--- src/hw/rtl/assert_macros.svh ---
// assertion macros used by the odometry unit
`ifndef ASSERT_MACROS_SVH
`define ASSERT_MACROS_SVH

// checked on every clock edge outside reset
`define DDO_ASSERT_RST(lbl, prop, msg) \
    lbl: assert property (@(posedge clk) disable iff (!rst_n) prop) else $error(msg);

// checked on every clock edge, reset included
`define DDO_ASSERT_ALWAYS(lbl, prop, msg) \
    lbl: assert property (@(posedge clk) prop) else $error(msg);

`endif

--- src/hw/rtl/ddo_pkg.sv ---
// types, constants and tables for the odometry unit
`timescale 1ns / 1ps

package ddo_pkg;

    localparam int CORDIC_STEPS_DEF = 16;
    localparam int ATAN_ENTRIES     = 24;

    localparam logic [15:0] WHEEL_RADIUS_RST  = 16'd2163;
    localparam logic [23:0] INVERSE_TRACK_RST = 24'd364089;
    localparam logic [25:0] TURN_SCALE        = 26'd44798134;
    localparam logic [33:0] CORDIC_GAIN       = 34'd652032874;
    localparam logic [28:0] DIST_DIV          = 29'd512000000;
    localparam logic [52:0] DIST_HALF         = 53'd256000000;
    // floor(2^60 / DIST_DIV)
    localparam logic [31:0] DIV_RECIP         = 32'd2251799813;

    localparam logic REG_WHEEL_RADIUS  = 1'b0;
    localparam logic REG_INVERSE_TRACK = 1'b1;

    typedef enum logic [4:0] {
        ST_IDLE,
        ST_MA,
        ST_MB,
        ST_RND,
        ST_MC,
        ST_MD,
        ST_ME,
        ST_ADD,
        ST_MID,
        ST_MG,
        ST_ABS,
        ST_QEST,
        ST_QMUL,
        ST_QSUB,
        ST_QFIX,
        ST_CWAIT,
        ST_MX,
        ST_MZ,
        ST_UPX,
        ST_FIN
    } ddo_state_t;

    typedef struct packed {
        logic               busy;
        logic signed [33:0] sin_v;
        logic signed [33:0] cos_v;
    } ddo_trig_t;

    // arctangent of 2^-i in binary angle units
    function automatic logic [31:0] atan_bau(input logic [4:0] idx);
        logic [31:0] v;
        case (idx)
            5'd0:    v = 32'h20000000;
            5'd1:    v = 32'h12E4051D;
            5'd2:    v = 32'h09FB385B;
            5'd3:    v = 32'h051111D4;
            5'd4:    v = 32'h028B0D43;
            5'd5:    v = 32'h0145D7E1;
            5'd6:    v = 32'h00A2F61E;
            5'd7:    v = 32'h00517C55;
            5'd8:    v = 32'h0028BE53;
            5'd9:    v = 32'h00145F2E;
            5'd10:   v = 32'h000A2F98;
            5'd11:   v = 32'h000517CC;
            5'd12:   v = 32'h00028BE6;
            5'd13:   v = 32'h000145F3;
            5'd14:   v = 32'h0000A2F9;
            5'd15:   v = 32'h0000517C;
            5'd16:   v = 32'h000028BE;
            5'd17:   v = 32'h0000145F;
            5'd18:   v = 32'h00000A2F;
            5'd19:   v = 32'h00000517;
            5'd20:   v = 32'h0000028B;
            5'd21:   v = 32'h00000145;
            5'd22:   v = 32'h000000A2;
            5'd23:   v = 32'h00000051;
            default: v = 32'h00000000;
        endcase
        return v;
    endfunction

endpackage

--- src/hw/rtl/ddo_cordic.sv ---
// rotation-mode cordic giving sine and cosine of a binary angle
`timescale 1ns / 1ps

module ddo_cordic
    import ddo_pkg::*;
#(
    parameter int CORDIC_STEPS = CORDIC_STEPS_DEF
)
(
    input  logic        clk,
    input  logic        rst_n,
    input  logic        start,
    input  logic [31:0] angle,
    output ddo_trig_t   trig
);

    localparam int CW = $clog2(CORDIC_STEPS);

    logic signed [33:0] x_reg;
    logic signed [33:0] y_reg;
    logic signed [33:0] z_reg;
    logic [CW-1:0]      cnt_reg;
    logic               busy_reg;
    logic               flip_reg;

    logic signed [33:0] xs;
    logic signed [33:0] ys;
    logic signed [33:0] at;
    logic               flip_in;

    assign xs      = x_reg >>> cnt_reg;
    assign ys      = y_reg >>> cnt_reg;
    assign at      = $signed({2'b00, atan_bau(5'(cnt_reg))});
    assign flip_in = angle[31] ^ angle[30];

    always_ff @(posedge clk or negedge rst_n)
    begin
        if (!rst_n)
        begin
            busy_reg <= 1'b0;
            cnt_reg  <= '0;
        end
        else if (start)
        begin
            busy_reg <= 1'b1;
            cnt_reg  <= '0;
        end
        else if (busy_reg)
        begin
            if (cnt_reg == CW'(CORDIC_STEPS - 1))
            begin
                busy_reg <= 1'b0;
            end
            else
            begin
                cnt_reg <= cnt_reg + 1'b1;
            end
        end
    end

    always_ff @(posedge clk)
    begin
        if (start)
        begin
            // fold the left half plane onto the right one
            flip_reg <= flip_in;
            x_reg    <= $signed(CORDIC_GAIN);
            y_reg    <= '0;
            z_reg    <= $signed({{3{angle[31] ^ flip_in}}, angle[30:0]});
        end
        else if (busy_reg)
        begin
            if (!z_reg[33])
            begin
                x_reg <= x_reg - ys;
                y_reg <= y_reg + xs;
                z_reg <= z_reg - at;
            end
            else
            begin
                x_reg <= x_reg + ys;
                y_reg <= y_reg - xs;
                z_reg <= z_reg + at;
            end
        end
    end

    assign trig.busy  = busy_reg;
    assign trig.sin_v = flip_reg ? -y_reg : y_reg;
    assign trig.cos_v = flip_reg ? -x_reg : x_reg;

endmodule

--- config.mk ---
export PLATFORM = sky130hd
export DESIGN_NAME = ddo_cordic
export DESIGN_NICKNAME = d
export VERILOG_FILES = /design/src/hw/rtl/assert_macros.svh /design/src/hw/rtl/ddo_pkg.sv /design/src/hw/rtl/ddo_cordic.sv
export SDC_FILE = /design/constraint.sdc
export NUM_CORES = 1
export LEC_CHECK = 0
export ABC_AREA = 1
export BUFFER_PORTS_ARGS = -buffer_cell sky130_fd_sc_hd__buf_4
export CORE_ASPECT_RATIO = 1.2
export CORE_MARGIN = 5
export CORE_UTILIZATION = 45
export CTS_CLUSTER_DIAMETER = 30
export CTS_CLUSTER_SIZE = 8
export DETAILED_ROUTE_END_ITERATION = 7
export GPL_ROUTABILITY_DRIVEN = 0
export HOLD_SLACK_MARGIN = 0.12
export MAX_ROUTING_LAYER = met4
export PLACE_DENSITY_LB_ADDON = 0.1
export SETUP_SLACK_MARGIN = 0.02
export SYNTH_ARGS = -nofsm -noshare
export SYNTH_HDL_FRONTEND = slang
export SYNTH_SLANG_ARGS = --single-unit
--- constraint.sdc ---
create_clock -name clk -period 6 [get_ports clk]
set_input_delay 0 -clock clk [delete_from_list [all_inputs] [get_ports clk]]
set_output_delay 0 -clock clk [all_outputs]
set_load 0.02 [all_outputs]
==> metrics, run 1 <==
final global-route overflow total=0; diode count=0; PnR worst setup slack=0.6538 ns; critical path type=register to register; # DRC=0; Period minus WS final=5.346 ns; drt first pass iters=6; largest net degree at the start of global routing=75; R2R setup slack=0.65 ns; area growth from synthesis to layout=9.978%; clk buf depth=2; drt initial violations=roughly 1500; RR Endpoint=z_reg[32]$_DFFE_PP_; CP Launch Type=register; Final Hold Fails=0; most frequent cells in the layout=nand2_1 (799), nand3_1 (340), nor2_1 (312), inv_1 (295), a21oi_1 (178); WP data required=6.14 ns; synthesis-stage register bit count=108; register area share after synthesis=0.1510; critical path capture point type=register; WL/cell=between 15 and 20 microns; later-pin clock latency in the skew report=0.38 ns; Max Clock Freq=0.1870 GHz; Core Area=approximately 0.037 sq mm; CTS tree=done; Initial Util=0.4554; I/O Buffers=103; fin crit share=0.8910; DRT Wirelength=around 56 mm; IO Count=104; Pins Over Slew Limit=0; Antenna Nets Post-Route=0; Die Ht=221.7 microns; htree depth=3; vias per std cell=5.525; hold path endpoint=z_reg[22]$_DFFE_PP_; pre-CTS setup slack=~0.73 ns; Synthesized Nets=3046; DP Cell Count=3384; Final Non-Filler Cells=3437; Fin Setup TNS=0 ns; mapped cell area=0.01680 sq mm; via count=18990; post-cts resize count=0; Avg Inst Size Synth=5.808 sq um; Yosys cell types=58; most common cell after layout, fill and taps aside=nand2_1; Arrival @ worst endpoint=between 5 and 6 ns; total setup buffers inserted after CTS=0; Slew headroom=0.4849; reg2reg start=cnt_reg[1]$_DFFE_PN0P_; initial antenna violation count=0; final setup violation count=0; RSZ-0062 raised after global routing=no; outcome=complete, no violations; Die Wd=186.4 microns; cts bufs inserted=9; fraction of layout cells with a size suffix above 1=0.07526; number of max-cap violations=0; final setup skew=0.008369 ns; Ys Warns=0; fin nets=3111; worst hold slack=approximately 0.43 ns; Hold WC Path Type=input pin to register; vias in the first global route=17850; clock root buffer=clkbuf_16; min-delay src=angle[22]; Worst Max-Slew Pin Slew=roughly 0.77 ns; met3 usage=0.03150; grt met1 use=0.3212; Die ar.=0.04132 sq mm; clk slew on worst S/H paths=0.08 ns; Reg2Reg Depth=22; cell count after synthesis=2893; critical path fanouts, max=36; hold path depth=4; GRT Util Overall=0.2666; Final HPWL DP=between 40 and 50 mm; global-route wire length before repair=90.06 mm; GR peak layer=met2; Rows=77; Sink Count=108; met2 Usage GRT=0.4619
[timing repair]
item,4_1_cts,5_1_grt
hold buffers,37,0
endpoints found under the setup margin,0,0
hold endpoints to repair,59,0
[critical path, stage by stage (launching register included)]
cell      delay [ns]
dfrtp_2         0.69
inv_4           0.27
ha_1            0.39
o21ai_1         0.31
o21bai_1        0.18
o21ai_1         0.15
nor3_2          0.24
nand2_1         0.10
nor3b_2         0.19
nand2_1         0.13
o21ai_4         0.32
o21ai_2         0.13
xnor2_1         0.33
ha_1            0.35
a21oi_1         0.20
inv_1           0.06
a21oi_1         0.17
inv_1           0.08
a221oi_1        0.30
nand2_1         0.10
or2_2           0.28
nand3_1         0.07
nand2_1         0.05
[final cells by class]
cell class | instances | area, sq um
Sequential cell | 108 | 2542
Tap cell | 474 | 593.1
Clock buffer | 11 | 242.7
Multi-Input combinational cell | 2361 | 12520
Timing Repair Buffer | 169 | 1361
Inverter | 309 | 1165
Clock inverter | 5 | 58.81
Fill cell | 4017 | 18420
[synth_stat cells, drive strengths merged]
cell type    n  area share
inv        308       0.069
fa           3      0.0036
nor3        45       0.015
dfxtp       68       0.081
nor4         8      0.0030
a21oi      181       0.055
o21ai      178       0.054
nand4       23      0.0089
nand2      801        0.18
o21bai       8      0.0036
o32ai        1     0.00052
a22oi        3      0.0013
a2111oi      1     0.00052
o2111ai      1     0.00052
o21a        22      0.0098
or2         29       0.011
xor2       134       0.070
o221ai       5      0.0026
ha         115       0.086
nand3b       2     0.00089
o221a        2      0.0013
o31ai        8      0.0036
a31oi       22      0.0082
and3         2     0.00074
o41ai        2      0.0010
clkinv       1     0.00022
nand3      342        0.10
xnor2       52       0.027
edfxtp      35       0.063
nor2       324       0.075
a21boi      12      0.0054
nor3b        1     0.00074
buf         63       0.023
clkbuf      52       0.012
a221oi       2      0.0010
o211ai       7      0.0031
o22ai       11      0.0041
and2         2     0.00074
a21o        12      0.0054
dfrtp        5      0.0074
[metrics by stage]
stage               area, sq um    util
global placement          17810  0.4826
CTS                       18480  0.5008
detailed placement        17810  0.4826
floorplan                 16800       -
finish                    18480  0.5008
global route              18480  0.5008
[how the worst max path moves through the flow]
stage | start | end | slack, ns
global route | cnt_reg[1]$_DFFE_PN0P_ | y_reg[31]$_SDFFE_PP0P_ | 0.24
floorplan | cnt_reg[1]$_DFFE_PN0P_ | z_reg[32]$_DFFE_PP_ | 1.58
global placement | cnt_reg[1]$_DFFE_PN0P_ | z_reg[32]$_DFFE_PP_ | 0.86
detailed placement | cnt_reg[1]$_DFFE_PN0P_ | z_reg[32]$_DFFE_PP_ | 0.73
finish | cnt_reg[1]$_DFFE_PN0P_ | z_reg[32]$_DFFE_PP_ | 0.65
CTS | cnt_reg[1]$_DFFE_PN0P_ | z_reg[32]$_DFFE_PP_ | 0.72
[routing by layer]
metal / wire (microns) / part of all wire / vias to the layer above
li1: - / - / 9645
met1: 23810 / 0.43 / 8682
met2: 27470 / 0.49 / 565
met3: 2764 / 0.049 / 97
met4: 1831 / 0.033 / 0
met5: 0 / 0 / -
[logic make-up after synthesis]
kind of cell	share of synthesized area
compound gates	0.1612
xor+xnor	0.09695
fa+ha+maj	0.08920
buf+inv	0.1041
flops	0.1510
simple gates	0.3975
Power of run 1 is left out: the tool's default activity adds up to more than one toggle a clock period on the data nets, which glitch-free logic cannot reach.
==> inputs of run 2 (changes only) <==
ABC_AREA = default   (was 1)
==> metrics, run 2 <==
Crit path largest cell delay=0.56 ns (-0.13 ns); logic depth of the worst setup path including buffers=21 (-4.5%); Synthesized Nets=2285 (-25%); synthesis-stage register bit count=108 (unchanged); area fraction of the dominant cell type after synthesis=0.08719 (-0.09129); mapped cell area=0.01657 sq mm (-1.4%); Final Hold Fails=0 (unchanged); vias in the first global route=15980 (-10%); Rows=77 (unchanged); global-route wire length before repair=89.54 mm (-0.57%); Hold WC Path Type=input pin to register; Worst Max-Slew Pin Slew=1.199 ns (+0.4260 ns); Arrival @ worst endpoint=6.07 ns (+0.59 ns); Die ar.=0.04079 sq mm (-1.3%); top_reg_cell synth=dfxtp_1; clk slew on worst S/H paths=0.09 ns (about the same); leak pwr=8.034 nW; CTS tree=done; Period minus WS final=5.740 ns (+0.3934 ns); Slew headroom=0.1979 (-0.2870); most common cell after layout, fill and taps aside=nand2_1; Initial Util=0.4527 (-0.002659); drt first pass iters=6 (unchanged); I/O Buffers=103 (unchanged); htree depth=3 (unchanged); fin crit share=0.9566 (+0.06557); critical path fanouts, max=12 (-67%); Crit-path slowest cell=mux4_2; CP delay by family, top=compound AO/OA/AOI/OAI gates; # DRC=0 (unchanged); IO Count=104 (unchanged); largest net degree at the start of global routing=77 (+2.7%); clk buf depth=2 (unchanged); Avg Inst Size Synth=7.774 sq um (+34%); final setup violation count=0 (unchanged); most used cell, CP=a21oi_1; GRT Util Overall=0.2865 (+0.01991); cell count after synthesis=2132 (-26%); dpl cell area=0.01802 sq mm (+1.2%); number of fill cells=3618 (-9.9%); Max Clock Freq=0.1742 GHz (-6.9%); Bufs and invs on worst path=1 (-2); DP Cell Count=2646 (-22%); Yosys cell types=89 (+53%); most common cell in the netlist=nand2_1; total power per unit cell area=721.2 mW/mm^2; Post-synth top cells=nand2_1 (217), a21oi_1 (179), nor2_1 (179); DRT Wirelength=57.94 mm (+3.7%); clock root buffer=clkbuf_16; initial antenna violation count=0 (unchanged); fraction of layout cells with a size suffix above 1=0.1521 (+0.07682); number of max-cap violations=0 (unchanged); later-pin clock latency in the skew report=0.41 ns (+0.03 ns); WL/cell=21.43 microns (+32%); Core Area=0.03661 sq mm (-0.78%); vias per std cell=6.162 (+12%); critical path type=register to register; Antenna Nets Post-Route=0 (unchanged); Final HPWL DP=44.36 mm (-0.78%); RSZ-0062 raised after global routing=yes; design area=0.01880 sq mm (+1.7%); Pins Over Slew Limit=0 (unchanged); outcome=complete, no violations; Reg2Reg Depth=21 (-4.5%); cts bufs inserted=9 (unchanged); final setup skew=0.02436 ns (+0.01599 ns); fin nets=2377 (-24%); register area share after synthesis=0.1531 (+0.002086); ranking of synthesized cells by area=xnor2_1 (8.7%), ha_1 (8.7%), dfxtp_1 (8.2%), mux4_2 (6.7%), edfxtp_1 (6.3%); diode count=0 (unchanged); post-layout total power=13.56 mW; CP cell instances=mux4_2 > a221oi_1 > buf_4 > nand2_1 > o2bb2a_1 > nor4_1 > and4_4 > and2_1 > a21oi_1 > xor2_1 > ha_1 > nand4_1 > nor2_1 > a2111o_1 > o21ai_2 > o21ai_0 > a311o_1 > a21o_1 > xnor2_1 > or3_1 > a21oi_1; drt initial violations=1396 (-8.1%); Final Non-Filler Cells=2703 (-21%); Die Wd=185.2 microns (-0.65%); most frequent cells in the layout=nand2_1 (217), buf_4 (194), nor2_1 (179), a21oi_1 (179), xnor2_1 (165); worst vdd ir=0.3165 mV; pre-CTS setup slack=0.2052 ns (-0.5250 ns); Post-synth EDFFs=35 (unchanged); area growth from synthesis to layout=13.43%; WP data required=6.33 ns (+0.19 ns); via count=16660 (-12%); CP Launch Type=register; worst hold slack=0.4059 ns (-0.02198 ns); critical path capture point type=register; Sink Count=108 (unchanged); asr flop ratio synth=0.04630 (unchanged); Die Ht=220.2 microns (-0.65%); final global-route overflow total=0 (unchanged); Synth area leader=xnor2_1; hold path depth=4 (unchanged); PnR worst setup slack=0.2604 ns (-0.3934 ns); Ys Warns=0 (unchanged)
[run 2: where the power goes]
group,switching (mW),total (mW),internal [mW]
Clock,0.329,0.679,0.350
Sequential,0.597,1.77,1.17
Combinational,6.09,11.1,5.02
[run 2: tightest hold or removal path, stage by stage]
cell and delay (ns):
dlygate4sd3_1 0.52, buf_4 0.09, nand2_1 0.04, o21ai_0 0.06
[run 2: layout make-up]
cell class	instances	area [sq um]	share of cell area
Inverter	65	247.7	0.01318
Clock buffer	12	256.5	0.01364
Sequential cell	108	2551	0.1357
Tap cell	474	593.1	0.03155
Multi-Input combinational cell	1800	13100	0.6970
Timing Repair Buffer	240	1994	0.1061
Clock inverter	4	53.80	0.002862
[run 2: timing repair]
action                                  CTS  global route
hold endpoints to repair                 52             0
setup buffers                             0             4
hold buffers                             36             0
endpoints found under the setup margin    0            10
resized for setup                         0            18
[run 2: worst paths after layout]
path | slack, ns | endpoint | start
worst max-delay path | 0.26 | x_reg[33]$_SDFFE_PP0P_ | cnt_reg[1]$_DFFE_PN0P_
worst min-delay path | 0.41 | z_reg[19]$_DFFE_PP_ | angle[19]
worst max register to register | 0.26 | x_reg[33]$_SDFFE_PP0P_ | cnt_reg[1]$_DFFE_PN0P_
worst min register to register | 0.58 | y_reg[0]$_SDFFE_PP0P_ | y_reg[0]$_SDFFE_PP0P_
max in group asynchronous | 5.14 | cnt_reg[1]$_DFFE_PN0P_ | rst_n
min in group asynchronous | 0.57 | cnt_reg[0]$_DFFE_PN0P_ | rst_n
[run 2: logic make-up after synthesis]
logic type	count (synthesis)	synth area share
compound gates	648	0.2499
simple gates	614	0.1729
fa+ha+maj	118	0.09044
xor+xnor	236	0.1247
mux	184	0.1505
flops	108	0.1531
buf+inv	224	0.05835
[run 2: through the flow]
| stage | utilization | TNS (ns) |
|---|---|---|
| floorplan | - | 0 |
| global placement | 0.4921 | 0 |
| detailed placement | 0.4921 | 0 |
| CTS | 0.5105 | 0 |
| global route | 0.5135 | -0.004706 |
| finish | 0.5135 | 0 |
[run 2: metal layers]
layer / vias to the layer above / share of wire / global-route usage
met4: 0 / 0.060 / 0.1552
li1: 7978 / - / -
met1: 7811 / 0.39 / 0.3267
met3: 190 / 0.062 / 0.03897
met5: - / 0 / -
met2: 678 / 0.49 / 0.4871
No activity file was read; power rests on OpenSTA's default activity.
==> inputs of run 3 (changes only) <==
CORE_ASPECT_RATIO = 0.9   (was 1.2)
CORE_UTILIZATION = 30   (was 45)
CTS_BUF_LIST = sky130_fd_sc_hd__clkbuf_2   (was default)
==> metrics, run 3 (synthesis results as in run 2) <==
Pins Over Slew Limit=0 (unchanged); leak pwr=8.308 nW (+3.4%); number of max-cap violations=0 (unchanged); P_sw=7.171 mW (+2.2%); Final Non-Filler Cells=3019 (+12%); Reg power frac=0.128 (-0.003); switching part of the total=0.5267 (+0.009124); critical path type=register to register; final setup violation count=0 (unchanged); power share of the clock group=0.030 (-0.020); final setup skew=0.09216 ns (+0.06780 ns); WP data required=6.83 ns (+0.50 ns); Final Hold Fails=0 (unchanged); Die Ht=233.0 microns (+5.8%); pre-CTS setup slack=0.1363 ns (-0.06888 ns); Sink Count=108 (unchanged); drt first pass iters=8 (+2); Logic pwr share=0.842 (+0.023); htree depth=3 (unchanged); Max Clock Freq=0.1757 GHz (+0.82%); most common cell after layout, fill and taps aside=buf_4; outcome=complete, no violations; WL/cell=21.39 microns (-0.21%); PnR worst setup slack=0.3071 ns (+0.04671 ns); Arrival @ worst endpoint=6.52 ns (+0.45 ns); most frequent cells in the layout=buf_4 (234), nand2_1 (217), nor2_1 (177), a21oi_1 (177), xnor2_1 (165); Hold WC Path Type=input pin to register; later-pin clock latency in the skew report=0.88 ns (+0.47 ns); fin crit share=0.9488 (-0.007785); Core Area=0.05452 sq mm (+49%); area growth from synthesis to layout=18.40%; Period minus WS final=5.693 ns (-0.04671 ns); Worst Max-Slew Pin Slew=1.083 ns (-0.1154 ns); DRT Wirelength=64.58 mm (+11%); via count=16940 (+1.7%); Internal Power=6.445 mW (-1.5%); drt initial violations=1348 (-3.4%); fin nets=2457 (+3.4%); DP Cell Count=2909 (+9.9%); worst hold slack=0.2567 ns (-0.1492 ns); Slew headroom=0.2751 (+0.07720); critical path fanouts, max=15 (+3); clock root buffer=clkbuf_2; CTS tree=done; GRT Util Overall=0.2139 (-0.07260); Initial Util=0.3040 (-0.1488); Final HPWL DP=50.34 mm (+13%); clk buf depth=2 (unchanged); fraction of layout cells with a size suffix above 1=0.1672 (+0.01509); critical path capture point type=register; vias in the first global route=16060 (+0.49%); CP Launch Type=register; final core occ=0.3599 (-0.1536); Rows=81 (+5.2%); I/O Buffers=103 (unchanged); IO Count=104 (unchanged); total power per unit cell area=693.8 mW/mm^2 (-3.8%); global-route wire length before repair=98.08 mm (+9.5%); vias per std cell=5.610 (-9.0%); Fin Setup TNS=0 ns (unchanged); final global-route overflow total=0 (unchanged); Die ar.=0.06006 sq mm (+47%); worst vdd ir=0.2875 mV (-9.2%); Die Wd=257.8 microns (+39%); # DRC=0 (unchanged); largest net degree at the start of global routing=71 (-7.8%); initial antenna violation count=3 (+3); Antenna Nets Post-Route=0 (unchanged); clk slew on worst S/H paths=0.38 ns (+0.29 ns); cts bufs inserted=9 (unchanged)
run 3: power by group through the flow:
stage	registers [mW]	clock network, mW	logic, mW
after floorplan	1.36	0	8.61
after global placement	1.76	0	11.2
after detailed placement	1.76	0	11.2
after CTS	1.74	0.441	11.4
after global routing	1.76	0.460	12.8
final	1.74	0.403	11.5
run 3: path summary, 6_finish.rpt:
path | start | slack [ns] | cells after the start | end
max | cnt_reg[3]$_DFFE_PN0P_ | 0.31 | 23 | y_reg[30]$_SDFFE_PP0P_
min | start | 0.26 | 3 | x_reg[28]$_SDFFE_PP0P_
max reg2reg | cnt_reg[3]$_DFFE_PN0P_ | 0.31 | 23 | y_reg[30]$_SDFFE_PP0P_
min reg2reg | y_reg[0]$_SDFFE_PP0P_ | 0.62 | 2 | y_reg[0]$_SDFFE_PP0P_
max in group asynchronous | rst_n | 5.00 | 4 | cnt_reg[2]$_DFFE_PN0P_
min in group asynchronous | rst_n | 0.62 | 4 | cnt_reg[0]$_DFFE_PN0P_
run 3: cell type report:
type                       count  area [sq um]
clock inverter                 5         45.04
inverter                      65         252.7
clock buffer                  11         55.05
tap                          705         882.1
fill                        5830         34900
sequential                   108          2554
timing repair buffer         320          2655
multi-input combinational   1800         13170
antenna                        5         12.51
run 3: timing repair:
action                     in CTS  in global routing
hold buffers                   80                  0
gates resized for setup         0                 39
setup endpoints to repair       0                 15
setup buffers                   0                  9
hold endpoints to repair      100                  0
run 3: metrics by stage:
stage	instance area [sq um]	total power [mW]
2_1_floorplan	16580	9.977
3_3_place_gp	18510	12.94
3_5_place_dp	18510	12.99
4_1_cts	19410	13.55
5_1_grt	19630	14.98
6_report	19630	13.62
run 3: layer usage:
metal / routed length [microns] / share of wire / vias up / GRT usage
met3: 3935 / 0.061 / 64 / 0.03646
met2: 30760 / 0.48 / 513 / 0.3595
met1: 28600 / 0.44 / 8208 / 0.2734
met5: 0 / 0 / - / -
li1: - / - / 8153 / -
met4: 1286 / 0.020 / 0 / 0.04404
run 3: critical path, stage by stage (launching register included):
cell and delay [ns]:
dfrtp_4 0.66, clkinvlp_4 0.19, buf_4 0.26, buf_4 0.28, nand2_1 0.25, o22ai_1 0.29, a32o_1 0.25, nand4bb_1 0.18
buf_4 0.21, nor2_1 0.11, nor2_1 0.06, xnor2_1 0.14, ha_1 0.32, a21o_1 0.19, a21o_1 0.16, a21o_1 0.18
a21o_1 0.18, o21a_1 0.18, o21a_1 0.23, o311a_1 0.42, a2111oi_1 0.43, nor2_1 0.09, xor2_1 0.15, a22o_1 0.20
